[src/design/c3vs_pkg.sv]
// Shared types and constants for the 3x3 valid-mode convolution stream.
// No dependencies; imported by every module of the block.
`default_nettype none

package c3vs_pkg;

    localparam int SIZE_W       = 11;
    localparam int KERNEL_W     = 48;
    localparam int BIAS_W       = 16;
    localparam int CFG_DATA_W   = 48;
    localparam int CFG_INDEX_W  = 3;
    localparam int SUM_W        = 40;
    localparam int HEIGHT_LIMIT = 1024;
    localparam int ROW_W        = 10;
    localparam int MIN_SIZE     = 3;
    localparam int WIN_FIRST    = 2;   // first row/column with a full window

    typedef enum logic [CFG_INDEX_W-1:0] {
        REG_IMAGE_WIDTH   = 3'd0,
        REG_IMAGE_HEIGHT  = 3'd1,
        REG_KERNEL_TOP    = 3'd2,
        REG_KERNEL_MIDDLE = 3'd3,
        REG_KERNEL_BOTTOM = 3'd4,
        REG_BIAS_VALUE    = 3'd5
    } cfg_reg_t;

    typedef struct packed {
        logic [SIZE_W-1:0]          image_width;
        logic [SIZE_W-1:0]          image_height;
        logic [KERNEL_W-1:0]        kernel_top;
        logic [KERNEL_W-1:0]        kernel_middle;
        logic [KERNEL_W-1:0]        kernel_bottom;
        logic signed [BIAS_W-1:0]   bias_value;
    } cfg_t;

    // Control carried with a pixel leaving the line buffer stage.
    typedef struct packed {
        logic valid;
        logic emit;        // window is complete, a result follows
        logic frame_end;   // last pixel of the frame
    } item_ctrl_t;

endpackage

`default_nettype wire

[src/design/c3vs_cfg_regs.sv]
// Configuration register file: width, height, kernel rows and bias.
// Depends on c3vs_pkg.
`default_nettype none

module c3vs_cfg_regs
    import c3vs_pkg::*;
(
    input  logic                   clk,
    input  logic                   rst_n,
    input  logic                   cfg_write,
    input  logic [CFG_INDEX_W-1:0] cfg_index,
    input  logic [CFG_DATA_W-1:0]  cfg_data,
    output cfg_t                   cfg
);

    cfg_t cfg_reg;
    cfg_t cfg_next;

    always_comb
    begin
        cfg_next = cfg_reg;
        if (cfg_write)
        begin
            case (cfg_reg_t'(cfg_index))
                REG_IMAGE_WIDTH:   cfg_next.image_width   = cfg_data[SIZE_W-1:0];
                REG_IMAGE_HEIGHT:  cfg_next.image_height  = cfg_data[SIZE_W-1:0];
                REG_KERNEL_TOP:    cfg_next.kernel_top    = cfg_data[KERNEL_W-1:0];
                REG_KERNEL_MIDDLE: cfg_next.kernel_middle = cfg_data[KERNEL_W-1:0];
                REG_KERNEL_BOTTOM: cfg_next.kernel_bottom = cfg_data[KERNEL_W-1:0];
                REG_BIAS_VALUE:    cfg_next.bias_value    = cfg_data[BIAS_W-1:0];
                default:           ;
            endcase
        end
    end

    always_ff @(posedge clk or negedge rst_n)
    begin
        if (!rst_n)
        begin
            cfg_reg <= '{image_width:  SIZE_W'(MIN_SIZE),
                         image_height: SIZE_W'(MIN_SIZE),
                         default:      '0};
        end
        else
        begin
            cfg_reg <= cfg_next;
        end
    end

    assign cfg = cfg_reg;

endmodule

`default_nettype wire

[config.mk]
export PLATFORM = sky130hd
export DESIGN_NAME = c3vs_cfg_regs
export DESIGN_NICKNAME = d
export VERILOG_FILES = /design/src/design/c3vs_pkg.sv /design/src/design/c3vs_cfg_regs.sv
export SDC_FILE = /design/constraint.sdc
export NUM_CORES = 1
export LEC_CHECK = 0
export BUFFER_PORTS_ARGS = -buffer_cell sky130_fd_sc_hd__buf_4
export CORE_UTILIZATION = 45
export DETAILED_ROUTE_END_ITERATION = 10
export HOLD_SLACK_MARGIN = 0.08
export PLACE_DENSITY = 0.73
export SETUP_SLACK_MARGIN = 0.02
export SYNTH_ARGS = -nofsm -noshare
export SYNTH_HDL_FRONTEND = slang
export SYNTH_SLANG_ARGS = --single-unit
export TNS_END_PERCENT = 50
[constraint.sdc]
create_clock -name clk -period 0.9 [get_ports clk]
set_input_delay 0.09 -clock clk [delete_from_list [all_inputs] [get_ports clk]]
set_output_delay 0.09 -clock clk [all_outputs]
set_load 0.01 [all_outputs]
==> impl_metrics.json <==
{
  "rsz0062_at_grt": "yes",
  "p_total_uw": 29300,
  "first_iter_violations": 194,
  "power_density_nw_per_um2": 2480,
  "worstSkewPairLatency_ns": 0.42,
  "async_flop_share": 1.00,
  "violations": "design-rule violations, negative setup slack",
  "drive_above_1_share": 0.712,
  "critical_path.max_stage_delay_ns": 0.55,
  "gr-total-overflow": 0,
  "core_area_um2": 14600,
  "setup_viol_count_final": 247,
  "grt_pass1_vias": 5346,
  "finalHoldViolCount": 0,
  "drt-vias-per-instance": 5.08,
  "required_ns": 0.81,
  "wl_per_cell_um": 21.1,
  "syn_nets": 442,
  "grt_pass1_wl_um": 29900,
  "fin_area_um2": 11800,
  "gp_congestion": 0.849,
  "crit_chain": "buf_6",
  "route.met2.wl_um": 10500,
  "dr_wl_met3_um": 1660,
  "grt_max_degree": 39,
  "vias": 4978,
  "post-route-min-period_ns": 1.17,
  "place_area_um2": 9270,
  "largest_reg_flops": 182,
  "ys_types": 12,
  "cts_hold_buf": 49,
  "synth_edf_count": 0,
  "crit_arrival_ns": 1.08,
  "ir_drop_v": 0.00152,
  "top_layer": "met4",
  "dpl.hpwl_um": 11900,
  "fillCellCount": 727,
  "critical_path.max_fanout": 2,
  "synth_area_per_cell_um2": 17.6,
  "status": "finished with violations",
  "m1WireLength_um": 8210,
  "synth_area_um2": 6810,
  "drc": 40,
  "cpLargestDelayFamily": "flip-flops",
  "numCtsBuffers": 17,
  "skew_ns": 0,
  "clockRootBuffer": "clkbuf_16",
  "die_y_um": 125,
  "cts_tree": "built",
  "cp_num_buf_inv": 1,
  "drt_pass1_iterations": 7,
  "start_kind": "flip-flop",
  "htree_levels": 4,
  "clk_pin_slew_ns": 0.06,
  "synthCells": 388,
  "multi_input_area_um2": 2370,
  "antenna_found_initial": 0,
  "synth.most_common_cell": "dfrtp_1",
  "routed_wl_um": 20700,
  "nets": 837,
  "synth.ff_latch_count": 182,
  "drv_slew": 0,
  "syn_to_final_growth_pct": 73.2,
  "worstReg2RegStart": "cfg[59]",
  "slowest_stage": "dfstp_2",
  "cp-end-kind": "output port",
  "worst_slack_ns": -0.267,
  "pin_count": 236,
  "leakagePower_uw": 0.00563,
  "cts_sinks": 182,
  "synth_seq_area_share": 0.669,
  "drtAntennaViolNets": 0,
  "register_area_um2": 4560,
  "rows": 44,
  "timing.final.crit_share": 1.30,
  "r2r_setup_slack_ns": -0.16,
  "yosys_warnings": 0,
  "ys.flop_type": "dfrtp_1",
  "slew_headroom": 0.792,
  "maxCapViolCount": 0,
  "initial_core_util": 0.465,
  "hold_path_class": "primary input to asynchronous set/reset pin",
  "n_antenna_cell": 0,
  "synth_top_area_frac": 0.654,
  "die_width_um": 125,
  "fp.dieArea_um2": 15600,
  "port_buffers": 235,
  "worst-r2r-cell-count": 3,
  "worstSetupPathType": "flip-flop to output port",
  "yosys.area.top_type": "dfrtp_1",
  "ys_top_cells_by_count": "dfrtp_1, mux2_2, buf_2",
  "max_freq_mhz": 857,
  "worst_pin_slew_ns": 0.311,
  "synth_area_leaders": "dfrtp_1, mux2_2, dfstp_2",
  "track_usage": 0.252,
  "clk_path_buf_depth": 2,
  "timing.rr.end": "cfg[59]"
}
power breakdown:
group,leakage [uW],switching (uW),internal (uW)
Combinational,0.00315,3190,6330
Clock,0.000310,3100,5090
Sequential,0.00218,1510,10000
Total,0.00563,7800,21500
metrics by stage:
step	utilization	hold slack, ns	setup slack (ns)	instances	setup TNS [ns]
floorplan	-	-0.206	-0.206	388	-22.29
CTS	0.784	0.0539	-0.281	943	-28.53
finish	0.806	0.0708	-0.267	980	-28.85
detailed placement	0.633	-0.0717	-0.448	815	-71.50
global placement	0.633	-0.0728	-0.439	815	-68.64
global route	0.806	0.0646	-0.299	980	-36.71
layout by cell type, fill, tap and decap left out, types with 2 or more instances in the layout:
cell and n:
buf_4 139, clkbuf_1 2, dlygate4sd3_1 49, dfrtp_1 177
dfstp_2 4, clkbuf_16 17, bufinv_16 5, mux2_2 121
mux2_4 61, buf_12 15, and4bb_4 2, clkbuf_8 2
buf_6 191, inv_6 2, clkinvlp_4 3
how the worst max path moves through the flow:
stage               slack, ns  depth (start not counted)         start  endpoint
global route            -0.30                          1      cfg[160]  cfg[160]
detailed placement      -0.45                          4  cfg_index[0]  cfg[159]
floorplan               -0.21                          4  cfg_index[0]  cfg[139]
global placement        -0.44                          4  cfg_index[0]  cfg[115]
CTS                     -0.28                          1      cfg[172]  cfg[172]
finish                  -0.27                          1      cfg[172]  cfg[172]
area by class of cell:
type,instances,share of cell area
sequential,182,0.386
timing repair buffer,394,0.338
multi-input combinational,188,0.201
clock buffer,21,0.0390
tap,184,0.0195
clock inverter,11,0.0165
metal layers:
| layer | track usage | up-vias |
|---|---|---|
| met5 | 0 | - |
| met4 | 0.0689 | 0 |
| met3 | 0.0860 | 26 |
| met2 | 0.421 | 195 |
| met1 | 0.314 | 2573 |
| li1 | - | 2184 |
cells by family after synthesis:
kind of cell,after synthesis,share of synthesized area
buffers and inverters,18,0.0198
flip-flops,182,0.669
multiplexers,182,0.301
AND/OR/NAND/NOR,6,0.0103
worst reg2reg max path: cells and delay by family (launching register included):
| family | cells | cell delay, ns |
|---|---|---|
| DFF | 1 | 0.41 |
| buffers and inverters | 2 | 0.27 |
| muxes | 1 | 0.26 |
timing repair:
item	4_1_cts	5_1_grt
buffers inserted	47	37
setup endpoints to repair	203	297
pin swaps	2	1
cloned	0	0
endpoints found under the hold margin	364	9
gates resized for setup	190	13
Power figures use the tool's default switching activity.
